$ cat config.mk
export PLATFORM = sky130hd
export DESIGN_NAME = radix_integer_to_ascii_top
export DESIGN_NICKNAME = d
export VERILOG_FILES = /design/src/sv/rita_pkg.sv /design/src/sv/rita_ram.sv /design/src/sv/rita_divider.sv /design/src/sv/radix_integer_to_ascii_top.sv
export SDC_FILE = /design/constraint.sdc
export NUM_CORES = 1
export LEC_CHECK = 0
export BUFFER_PORTS_ARGS = -buffer_cell sky130_fd_sc_hd__buf_4
export CORE_UTILIZATION = 55
export DETAILED_ROUTE_END_ITERATION = 12
export PLACE_DENSITY_LB_ADDON = 0.08
export SYNTH_ARGS = -nofsm -noshare
export SYNTH_HDL_FRONTEND = slang
export SYNTH_SLANG_ARGS = --single-unit
$ cat constraint.sdc
create_clock -name clk -period 27.2 [get_ports clk]
set_clock_uncertainty 0.1 [all_clocks]
set_input_delay 0 -clock clk [delete_from_list [all_inputs] [get_ports clk]]
set_output_delay 0 -clock clk [all_outputs]
set_load 0.02 [all_outputs]
$ cat src/sv/rita_pkg.sv
// Shared types and constants for the radix integer-to-ASCII converter.
// No dependencies; imported by the divider and the top level.
package rita_pkg;

  localparam int RADIX_W     = 5;  // width of the radix register
  localparam int REM_W       = 4;  // a remainder is below sixteen
  localparam int DIGIT_W     = 4;
  localparam int CHAR_W      = 8;
  localparam int CHARS_W     = 64; // eight characters per table word
  localparam int STEP_BITS   = 8;  // dividend bits consumed per divider cycle
  localparam int CFG_INDEX_W = 2;

  localparam logic [RADIX_W-1:0] RADIX_MIN   = 5'd2;
  localparam logic [RADIX_W-1:0] RADIX_MAX   = 5'd16;
  localparam logic [RADIX_W-1:0] RADIX_RESET = 5'd16;

  typedef enum logic [CFG_INDEX_W-1:0] {
    REG_RADIX      = 2'd0,
    REG_CHARS_LOW  = 2'd1,
    REG_CHARS_HIGH = 2'd2
  } reg_index_t;

  typedef enum logic [1:0] {
    ST_IDLE,
    ST_DIVIDE,
    ST_OUT
  } state_t;

  // Sequencer to divider.
  typedef struct packed {
    logic load; // take a fresh dividend and start
    logic go;   // start again on the quotient held inside
  } div_ctrl_t;

  // Divider to sequencer.
  typedef struct packed {
    logic             done;      // one-cycle pulse, results below are valid
    logic [REM_W-1:0] rem;
    logic             quot_zero;
  } div_stat_t;

endpackage

$ cat src/sv/rita_ram.sv
// Generic single-write, single-read RAM with registered read data.
// No dependencies.
module rita_ram #(
  parameter int WIDTH = 4,
  parameter int DEPTH = 64
) (
  input  logic                     clk,
  input  logic                     wr_en,
  input  logic [$clog2(DEPTH)-1:0] wr_addr,
  input  logic [WIDTH-1:0]         wr_data,
  input  logic                     rd_en,
  input  logic [$clog2(DEPTH)-1:0] rd_addr,
  output logic [WIDTH-1:0]         rd_data
);

  logic [WIDTH-1:0] mem [DEPTH];

  always_ff @(posedge clk) begin
    if (wr_en) begin
      mem[wr_addr] <= wr_data;
    end
    if (rd_en) begin
      rd_data <= mem[rd_addr];
    end
  end

endmodule

$ cat src/sv/rita_divider.sv
// Iterative divider by a small radix: eight dividend bits per cycle.
// Depends on rita_pkg. The quotient replaces the dividend in place.
module rita_divider #(
  parameter int VALUE_WIDTH = 64
) (
  input  logic                             clk,
  input  logic                             rst,
  input  rita_pkg::div_ctrl_t              ctrl,
  input  logic [VALUE_WIDTH-1:0]           load_value,
  input  logic [rita_pkg::RADIX_W-1:0]     radix,
  output rita_pkg::div_stat_t              stat
);
  import rita_pkg::*;

  localparam int STEPS  = (VALUE_WIDTH + STEP_BITS - 1) / STEP_BITS;
  localparam int PAD_W  = STEPS * STEP_BITS;
  localparam int STEP_W = (STEPS > 1) ? $clog2(STEPS) : 1;
  localparam logic [STEP_W-1:0] LAST_STEP = STEP_W'(STEPS - 1);

  logic [PAD_W-1:0]     work;
  logic [REM_W-1:0]     rem;
  logic [STEP_W-1:0]    step;
  logic                 running;
  logic                 done;

  logic [STEP_BITS-1:0] chunk;
  logic [STEP_BITS-1:0] qbits;
  logic [REM_W-1:0]     rem_next;

  assign chunk = work[PAD_W-1 -: STEP_BITS];

  // Restoring division of one chunk; remainder stays below the radix.
  always_comb begin
    logic [RADIX_W-1:0] trial;
    logic [RADIX_W-1:0] diff;
    logic [REM_W-1:0]   r;
    r     = rem;
    qbits = '0;
    for (int i = STEP_BITS - 1; i >= 0; i--) begin
      trial = {r, chunk[i]};
      diff  = trial - radix;
      if (trial >= radix) begin
        r        = diff[REM_W-1:0];
        qbits[i] = 1'b1;
      end else begin
        r = trial[REM_W-1:0];
      end
    end
    rem_next = r;
  end

  always_ff @(posedge clk) begin
    if (rst) begin
      running <= 1'b0;
      done    <= 1'b0;
      step    <= '0;
    end else begin
      done <= 1'b0;
      if (ctrl.load || ctrl.go) begin
        running <= 1'b1;
        step    <= '0;
      end else if (running) begin
        step <= step + 1'b1;
        if (step == LAST_STEP) begin
          running <= 1'b0;
          done    <= 1'b1;
        end
      end
    end
  end

  always_ff @(posedge clk) begin
    if (ctrl.load) begin
      work <= PAD_W'(load_value);
      rem  <= '0;
    end else if (ctrl.go) begin
      rem <= '0;
    end else if (running) begin
      work <= (work << STEP_BITS) | PAD_W'(qbits);
      rem  <= rem_next;
    end
  end

  assign stat.done      = done;
  assign stat.rem       = rem;
  assign stat.quot_zero = (work == '0);

endmodule

$ cat src/sv/radix_integer_to_ascii_top.sv
// Top level of the radix integer-to-ASCII converter: sequencer, registers,
// digit stack and character output. Depends on rita_pkg, rita_ram, rita_divider.
//
//  channel  ports                                   handshake
//  -------  --------------------------------------  -------------------------
//  input    start, busy, value                      word taken: start && !busy
//  config   cfg_valid, cfg_ready, cfg_index,        word taken: valid && ready
//           cfg_data                                (ready is always high)
//  result   strobe, character, last                 one cycle per word, no stall
//
// Each digit is one pass of the shared divider, which consumes eight dividend
// bits a cycle. Digits are pushed least significant first into a small RAM,
// then popped and emitted one a cycle, most significant first, through the
// RAM read register and the character lookup register. The edge that takes
// the last character of a word is also the first that can take the next word.
// Reset is synchronous, returns the sequencer to idle and sets the registers to radix 16
// and an all-zero character table. Busy stays high until the last read is out.
module radix_integer_to_ascii_top #(
  parameter int VALUE_WIDTH = 64
) (
  input  logic                              clk,
  input  logic                              rst,
  // input item
  input  logic                              start,
  output logic                              busy,
  input  logic [VALUE_WIDTH-1:0]            value,
  // configuration writes
  input  logic                              cfg_valid,
  output logic                              cfg_ready,
  input  logic [rita_pkg::CFG_INDEX_W-1:0]  cfg_index,
  input  logic [rita_pkg::CHARS_W-1:0]      cfg_data,
  // results
  output logic                              strobe,
  output logic [rita_pkg::CHAR_W-1:0]       character,
  output logic                              last
);
  import rita_pkg::*;

  localparam int ADDR_W = (VALUE_WIDTH > 1) ? $clog2(VALUE_WIDTH) : 1;
  localparam int CNT_W  = $clog2(VALUE_WIDTH + 1);

  // Registers
  logic [RADIX_W-1:0] radix;
  logic [CHARS_W-1:0] chars_low;
  logic [CHARS_W-1:0] chars_high;
  logic [RADIX_W-1:0] eff_radix;

  // Sequencer
  state_t             state, state_next;
  logic [CNT_W-1:0]   count, count_next;
  logic [ADDR_W-1:0]  ptr, ptr_next;
  div_ctrl_t          ctrl;
  div_stat_t          stat;
  logic               accept;

  // Digit stack
  logic               wr_en;
  logic               rd_en;
  logic               rd_last_next;
  logic [DIGIT_W-1:0] rd_data;
  logic               rd_valid;
  logic               rd_last;

  assign cfg_ready = 1'b1;
  assign accept    = start && !busy;
  assign busy      = (state != ST_IDLE) || rd_valid;

  // Clamp the base into two to sixteen.
  always_comb begin
    if (radix < RADIX_MIN) begin
      eff_radix = RADIX_MIN;
    end else if (radix > RADIX_MAX) begin
      eff_radix = RADIX_MAX;
    end else begin
      eff_radix = radix;
    end
  end

  always_ff @(posedge clk) begin
    if (rst) begin
      radix      <= RADIX_RESET;
      chars_low  <= '0;
      chars_high <= '0;
    end else if (cfg_valid && cfg_ready) begin
      unique case (cfg_index)
        REG_RADIX:      radix      <= cfg_data[RADIX_W-1:0];
        REG_CHARS_LOW:  chars_low  <= cfg_data;
        REG_CHARS_HIGH: chars_high <= cfg_data;
        default: ; // drop writes to unused indexes
      endcase
    end
  end

  rita_divider #(
    .VALUE_WIDTH(VALUE_WIDTH)
  ) u_divider (
    .clk       (clk),
    .rst       (rst),
    .ctrl      (ctrl),
    .load_value(value),
    .radix     (eff_radix),
    .stat      (stat)
  );

  rita_ram #(
    .WIDTH(DIGIT_W),
    .DEPTH(VALUE_WIDTH)
  ) u_stack (
    .clk    (clk),
    .wr_en  (wr_en),
    .wr_addr(count[ADDR_W-1:0]),
    .wr_data(stat.rem),
    .rd_en  (rd_en),
    .rd_addr(ptr),
    .rd_data(rd_data)
  );

  always_ff @(posedge clk) begin
    if (rst) begin
      state <= ST_IDLE;
    end else begin
      state <= state_next;
    end
  end

  always_ff @(posedge clk) begin
    count <= count_next;
    ptr   <= ptr_next;
  end

  always_comb begin
    state_next   = state;
    count_next   = count;
    ptr_next     = ptr;
    ctrl         = '0;
    wr_en        = 1'b0;
    rd_en        = 1'b0;
    rd_last_next = 1'b0;
    unique case (state)
      ST_IDLE: begin
        if (accept) begin
          ctrl.load  = 1'b1;
          count_next = '0;
          state_next = ST_DIVIDE;
        end
      end
      ST_DIVIDE: begin
        // Push each remainder; stop once the quotient runs out.
        if (stat.done) begin
          wr_en      = 1'b1;
          count_next = count + 1'b1;
          if (stat.quot_zero) begin
            ptr_next   = count[ADDR_W-1:0];
            state_next = ST_OUT;
          end else begin
            ctrl.go = 1'b1;
          end
        end
      end
      ST_OUT: begin
        // Pop from the most significant digit down to digit zero.
        rd_en        = 1'b1;
        rd_last_next = (ptr == '0);
        if (ptr == '0) begin
          state_next = ST_IDLE;
        end else begin
          ptr_next = ptr - 1'b1;
        end
      end
      default: state_next = ST_IDLE;
    endcase
  end

  // Read latency stage, then character lookup into the output register.
  always_ff @(posedge clk) begin
    if (rst) begin
      rd_valid <= 1'b0;
      strobe   <= 1'b0;
    end else begin
      rd_valid <= rd_en;
      strobe   <= rd_valid;
    end
  end

  always_ff @(posedge clk) begin
    logic [CHARS_W-1:0] word;
    rd_last <= rd_last_next;
    last    <= rd_last;
    word = rd_data[DIGIT_W-1] ? chars_high : chars_low;
    character <= word[rd_data[DIGIT_W-2:0]*CHAR_W +: CHAR_W];
  end

  a_done_in_divide: assert property (@(posedge clk) disable iff (rst)
    stat.done |-> state == ST_DIVIDE)
    else $error("divider finished outside the divide phase");

  a_strobe_follows_read: assert property (@(posedge clk) disable iff (rst)
    strobe |-> $past(rd_valid))
    else $error("result word without a preceding stack read");

  a_count_bounded: assert property (@(posedge clk) disable iff (rst)
    state != ST_IDLE |-> count <= CNT_W'(VALUE_WIDTH))
    else $error("digit count overflowed the stack");

  a_accept_starts: assert property (@(posedge clk) disable iff (rst)
    accept |=> state == ST_DIVIDE && busy)
    else $error("accepted word did not start a conversion");

endmodule
## After elaboration in Yosys (flattened, before gate mapping)

Memory sizes are Yosys's and may differ from the RTL's. A register that Yosys moved wholly into a read port is not among the register bits.
Index checks and enable logic that the tools add are counted.

| cells by class | value |
|---|---|
| add/sub/neg operators | 11 |
| $lt $le $gt $ge | 10 |
| equality and inequality tests | 11 |
| shifts and indexed selects | 1 |
| multiplexer cells | 48 |
| bitwise logic cells | 2 |
| reductions and logical operators | 22 |

Operators by type and width:

| operator | count |
|---|---|
| 2-to-1 mux 64 bit | 4 |
| zero test 64 bit | 1 |
| OR 64 x 8 -> 64 bit | 1 |
| variable part select 64 x 7 -> 8 bit | 1 |
| greater-or-equal comparator 5 bit | 8 |
| 2-to-1 mux 4 bit | 8 |
| subtractor 4 bit | 8 |
| 2-to-1 mux 1 bit | 22 |
| 2-to-1 mux 6 bit | 3 |
| 2-to-1 mux 7 bit | 2 |
| case mux 7 bit (2 select lines) | 1 |
| case mux 6 bit (2 select lines) | 1 |
| 2-to-1 mux 5 bit | 2 |
| 2-to-1 mux 2 bit | 4 |
| inequality test 2 bit (second input constant) | 4 |
| AND reduction 2 bit | 4 |
| AND reduction 4 bit | 2 |
| nonzero test 2 bit | 4 |
| adder 7 x 1 -> 7 bit (second input constant) | 1 |
| zero test 6 bit | 1 |
| case mux 2 bit (3 select lines) | 1 |
| subtractor 6 x 1 -> 6 bit (second input constant) | 1 |
| > comparator 5 bit (second input constant) | 1 |
| less-than comparator 5 x 2 -> 1 bit (second input constant) | 1 |
| other kinds (13) | 19 |

| storage, ports and cells | value |
|---|---|
| register bits | 233 |
| RAM bits | 256 |
| input port bits | 134 |
| output and inout port bits | 12 |
| logic and storage cells | 122 |
| memories kept | 1 |

Memories:

| name | words | width | rd ports | clocked after Yosys merged registers in | wr ports | line | source |
|---|---|---|---|---|---|---|---|
| u_stack.mem | 64 | 4 | 1 | 1 | 1 | rita_ram.sv:16 | `logic [WIDTH-1:0] mem [DEPTH];` |

## Depth between registers and ports, before layout

| logic depth | value |
|---|---|
| depth after elaboration | 23 |
| mapped depth | 55 |
| depth with buffers taken out | 54 |

## Cells and area by module

Synthesis repeated with hierarchy kept, for this count alone.

| unflattened totals | value |
|---|---|
| cells, all modules | 1698 |
| area total of the unflattened synthesis | 22118.7 µm² |

Modules (own cells, without submodules):

| module | instances | cells each | area an instance (µm²) | sequential area each (µm²) |
|---|---|---|---|---|
| rita_ram | 1 | 521 | 10447.5 | 7807.5 |
| radix_integer_to_ascii_top | 1 | 741 | 6631.4 | 3303.2 |
| rita_divider | 1 | 436 | 5039.8 | 2102.0 |

## Worst setup path before layout

No wires, ideal clock.

| path | value |
|---|---|
| path kind | flip-flop to flip-flop |
| from | reg radix[2] |
| to | reg u_divider.rem[3] |
| library setup time | 0.086 ns |
| arrival | 11.845 ns |
| data required time | 27.014 ns |
| setup slack | 15.169 ns |
| cell stages (with the launch flop) | 50 |
| buffers on the path | 1 |
| clock period less this slack | 12.031 ns |
| cell sequence | dfxtp_1 > nor2_1 > o21ai_0 > ha_1 > nor2b_1 > o31a_1 > o41a_1 > or2_2 > ha_1 > nor2b_1 > o31a_1 > o22ai_1 > mux2i_1 > ha_1 > nor2b_1 > o31a_1 > o22ai_2 > mux2_2 > [14 not listed] > ha_1 > a21o_1 > a31oi_1 > o21ai_0 > clkbuf_1 > o21ai_0 > inv_1 > ha_1 > a31oi_1 > o21ai_0 > mux2i_1 > ha_1 > nor2b_1 > o21a_1 > o21a_1 > nor3_1 > a41oi_1 > a211oi_1 |

| on the way | value |
|---|---|
| longest elaborated chain between the ends | 19 |
| elaborated cells on any way between the ends | 28 |
| classes of those cells | add/sub (8); order compare (10); mux (10) |

Ends and longest elaborated chain:

| what | line | source |
|---|---|---|
| start, declared | radix_integer_to_ascii_top.sv:43 | `logic [RADIX_W-1:0] radix;` |
| start signal, assigned | radix_integer_to_ascii_top.sv:86 | `REG_RADIX: radix <= cfg_data[RADIX_W-1:0];` |
| > comparator 5 bit | radix_integer_to_ascii_top.sv:72 | `end else if (radix > RADIX_MAX) begin` |
| 2-to-1 mux 5 bit | radix_integer_to_ascii_top.sv:72 |  |
| 2-to-1 mux 5 bit (*) | radix_integer_to_ascii_top.sv:70 | `if (radix < RADIX_MIN) begin` |
| subtractor 4 bit / greater-or-equal comparator 5 bit (equally long branches) | rita_divider.sv:41, rita_divider.sv:42 |  |
| 2-to-1 mux 4 bit | rita_divider.sv:42 | `if (trial >= radix) begin` |
| subtractor 4 bit / greater-or-equal comparator 5 bit (equally long branches) | rita_divider.sv:41, rita_divider.sv:42 |  |
| 2-to-1 mux 4 bit | rita_divider.sv:42 |  |
| subtractor 4 bit / greater-or-equal comparator 5 bit (equally long branches) | rita_divider.sv:41, rita_divider.sv:42 |  |
| [3 not listed] | - |  |
| greater-or-equal comparator 5 bit / subtractor 4 bit (equally long branches) | rita_divider.sv:42, rita_divider.sv:41 |  |
| 2-to-1 mux 4 bit | rita_divider.sv:42 |  |
| subtractor 4 bit / greater-or-equal comparator 5 bit (equally long branches) | rita_divider.sv:41, rita_divider.sv:42 |  |
| 2-to-1 mux 4 bit | rita_divider.sv:42 |  |
| subtractor 4 bit / greater-or-equal comparator 5 bit (equally long branches) | rita_divider.sv:41, rita_divider.sv:42 |  |
| 2-to-1 mux 4 bit | rita_divider.sv:42 |  |
| subtractor 4 bit / greater-or-equal comparator 5 bit (equally long branches) | rita_divider.sv:41, rita_divider.sv:42 |  |
| 2-to-1 mux 4 bit (*) | rita_divider.sv:42 |  |
| end signal, assigned | rita_divider.sv:80 | `rem <= rem_next;` |
| end, declared | rita_divider.sv:21 | `logic [REM_W-1:0] rem;` |

Every way passes the cells marked *; elsewhere a longest branch is shown, timed or not.
A chain may end at the register's enable or synchronous reset.

## Final worst setup path

| path | value |
|---|---|
| from | reg radix[4] |
| to | reg u_divider.rem[3] |

The elaborated chain is that of the path after synthesis.

==> flow_summary.yaml <==
global_route:
  antenna_found_initial: 2
  grt_usage: 0.261
  grt_start_max_net_pins: 95
  grt_pass1_vias: 15000
  grt_pass1_wl_microns: 82400
  gr-total-overflow: 0
logic_synthesis:
  synth.top_cell.area_share: 0.464
  async_flop_share: 0
  muxShareOfSynthArea: 0.121
  synth_compound_area_frac: 0.0757
  synth_commonest_cells: "nand2_1 (467), edfxtp_1 (336), a21oi_1 (164), dfxtp_1 (156), nor2_1 (126)"
  synth_top_cell_by_area: "edfxtp_1"
  synth-xor-area-share: 0.00805
  seq_area_frac_synth: 0.607
  netlist_instances: 1806
  ys_types: 60
  synthesis.area_sq_um: 21700
  synthesis.nets: 1993
  synth_edf_count: 336
  synthAdderAreaFrac: 0.0333
  ys_top_cells_by_area: "edfxtp_1 (46%), dfxtp_1 (14%), mux4_2 (9.5%)"
  ys_ff_latch: 492
  avgSynthCellArea_sq_um: 12.0
  synth.most_common_cell: "nand2_1"
  synth_ff_type: "edfxtp_1"
  synth_top_family_by_area: "simple AND/OR/NAND/NOR gates"
  ys_warn_count: 0
  synthSimpleGateAreaFrac: 0.127
sta:
  setup_violations: 0
  fin_crit_ns: 13.44
  slew-limit-headroom: 0.242
  fin_tns_setup_ns: 0
  max_freq_mhz: 74.4
  rsz0062_at_grt: "false"
  timing.final.crit_share: 0.494
  hold_viol: 0
  worst_pin_slew_ns: 1.13
  drv_slew: 0
floorplanning:
  core_area_sq_um: 38800
  initial_core_util: 0.560
  die_y_microns: 201
  die_w_microns: 201
  pin_count: 146
  placementRows: 72
  dieArea_sq_um: 40300
setup_path:
  crit_path_frequent_cell: "ha_1"
  r2r_start: "radix[4]$_SDFFE_PP1P_"
  cp.required_ns: 27.53
  crit_type: "reg -> reg"
  cpMaxStageDelayCell: "o21ai_0"
  cp.arrival_ns: 13.78
  endpoint_kind: "flop"
  cp-startpoint: "radix[4]$_SDFFE_PP1P_"
  worst-path-max-fanout: 13
  start_kind: "flop"
  max_stage_delay_ns: 0.86
clock_tree:
  cts_setup_buffers: 0
  path_clk_slew_ns: 0.06
  clk_latency_ns: 0.59
  postCtsHoldBufs: 138
  cts_buffers: 50
  numClockSinks: 492
  htree_levels: 2
  root_buffer: "clkbuf_16"
  cts_resized: 0
  clk_path_buf_depth: 3
  cts_tree: "built"
place:
  io_buffer_count: 144
  dp_hpwl_microns: 31900
  place_congestion: 0.835
outcome:
  status: "complete, no violations"
route:
  wirelength_microns: 51900
  viasPerCell: 5.75
  wl_per_cell_microns: 19.9
  postRouteAntennaNets: 0
  routed-via-count: 15000
  drt_iter0_markers: 1191
  drc: 0
  first_pass_iters: 5
cells_and_area:
  syn_to_final_growth_pct: 20.6
  multi_input_area_sq_um: 7970
  regArea_sq_um: 13200
  drive_gt1_frac: 0.173
  nNetsFinal: 2239
  nFillCells: 2761
worst_hold_path:
  hold_class: "in -> reg"
  hold_start: "cfg_data[46]"
flow_run:
  drv_cap: 0
through the flow:
stage / setup WS, ns / cells / hold slack, ns / utilization / area, sq um
after CTS: 13.91 / 2608 / 0.100 / 0.676 / 26200
after global placement: 14.56 / 2380 / 0.150 / 0.596 / 23200
after global routing: 12.52 / 2609 / 0.119 / 0.676 / 26200
final: 13.76 / 2609 / 0.123 / 0.676 / 26200
after floorplan: 15.17 / 1806 / 0.0179 / - / 21700
after detailed placement: 13.94 / 2380 / 0.146 / 0.596 / 23200
placed cells by master, fill, tap and decap left out, types with 7 or more instances in the layout:
master and n:
nand3_1 9, nor3_1 14, clkbuf_8 7, mux4_2 92, fa_1 8, mux2_2 12
nand2_1 465, clkbuf_16 51, a21oi_1 164, nand2b_1 9, o21a_1 12, dlygate4sd3_1 138
clkbuf_1 8, ha_1 45, xor2_1 9, o221ai_1 19, nor4_1 16, a31oi_1 7
nor2_1 125, dfxtp_1 152, buf_4 162, edfxtp_1 336, o21ai_0 22, xnor2_1 11
mux2i_1 43, clkinv_2 10, a21o_1 8, inv_1 28, nor2b_1 10
per-layer routing:
metal  global-route usage  vias to the layer above  wire length (microns)
met1                0.371                     7351                  22700
met4               0.0848                        2                   1340
met2                0.417                      512                  24800
met5                    0                        -                     13
li1                     -                     7037                      -
met3               0.0359                      101                   3070
path summary, 6_finish.rpt:
| path | end | cells past startpoint | slack (ns) |
|---|---|---|---|
| hold reg to reg | last$_DFF_P_ | 0 | 0.26 |
| hold / removal | chars_low[46]$_SDFFE_PP0P_ | 4 | 0.12 |
| setup / recovery | u_divider.rem[3]$_SDFFE_PP0P_ | 48 | 13.76 |
| setup reg to reg | u_divider.rem[3]$_SDFFE_PP0P_ | 48 | 13.76 |
area by class of cell:
class	count	area share
clock inverters	24	0.0111
repair buffers	300	0.0990
flip-flops and latches	492	0.504
multi-input cells	1179	0.304
diodes	1	0.0000954
well taps	518	0.0247
clock buffers	66	0.0535
inverters	29	0.00415
logic make-up (layout without fill, tap and decap cells):
family,after synthesis,in the layout
AO/OA/AOI/OAI,278,278
adder cells (fa/ha/maj),53,53
other,1,2
XOR/XNOR,20,20
multiplexers,147,147
buffers and inverters,135,419
AND/OR/NAND/NOR,680,680
flip-flops,492,492
sequential cells by signal, summed over array words and instances, names as in the netlist:
register	flops
rd_valid	1
ptr	6
chars_high	64
character	8
count	6
radix	5
chars_low	64
last	1
strobe	1
u_divider.work	64
u_stack.rd_data	4
u_stack.mem	256
u_divider.done	1
u_divider.running	1
u_divider.step	3
u_divider.rem	4
rd_last	1
state	2
critical path, delay by kind of cell (launching register included):
kind / cells / cell delay, ns
AND/OR/NAND/NOR: 7 / 1.48
multiplexers: 4 / 1.70
flip-flops: 1 / 0.30
buffers and inverters: 4 / 0.57
AO/OA/AOI/OAI: 25 / 6.53
adder cells (fa/ha/maj): 8 / 2.60
Power is not shown: default switching activity piles up to over one toggle a cycle in this logic, so the estimate is an artifact.
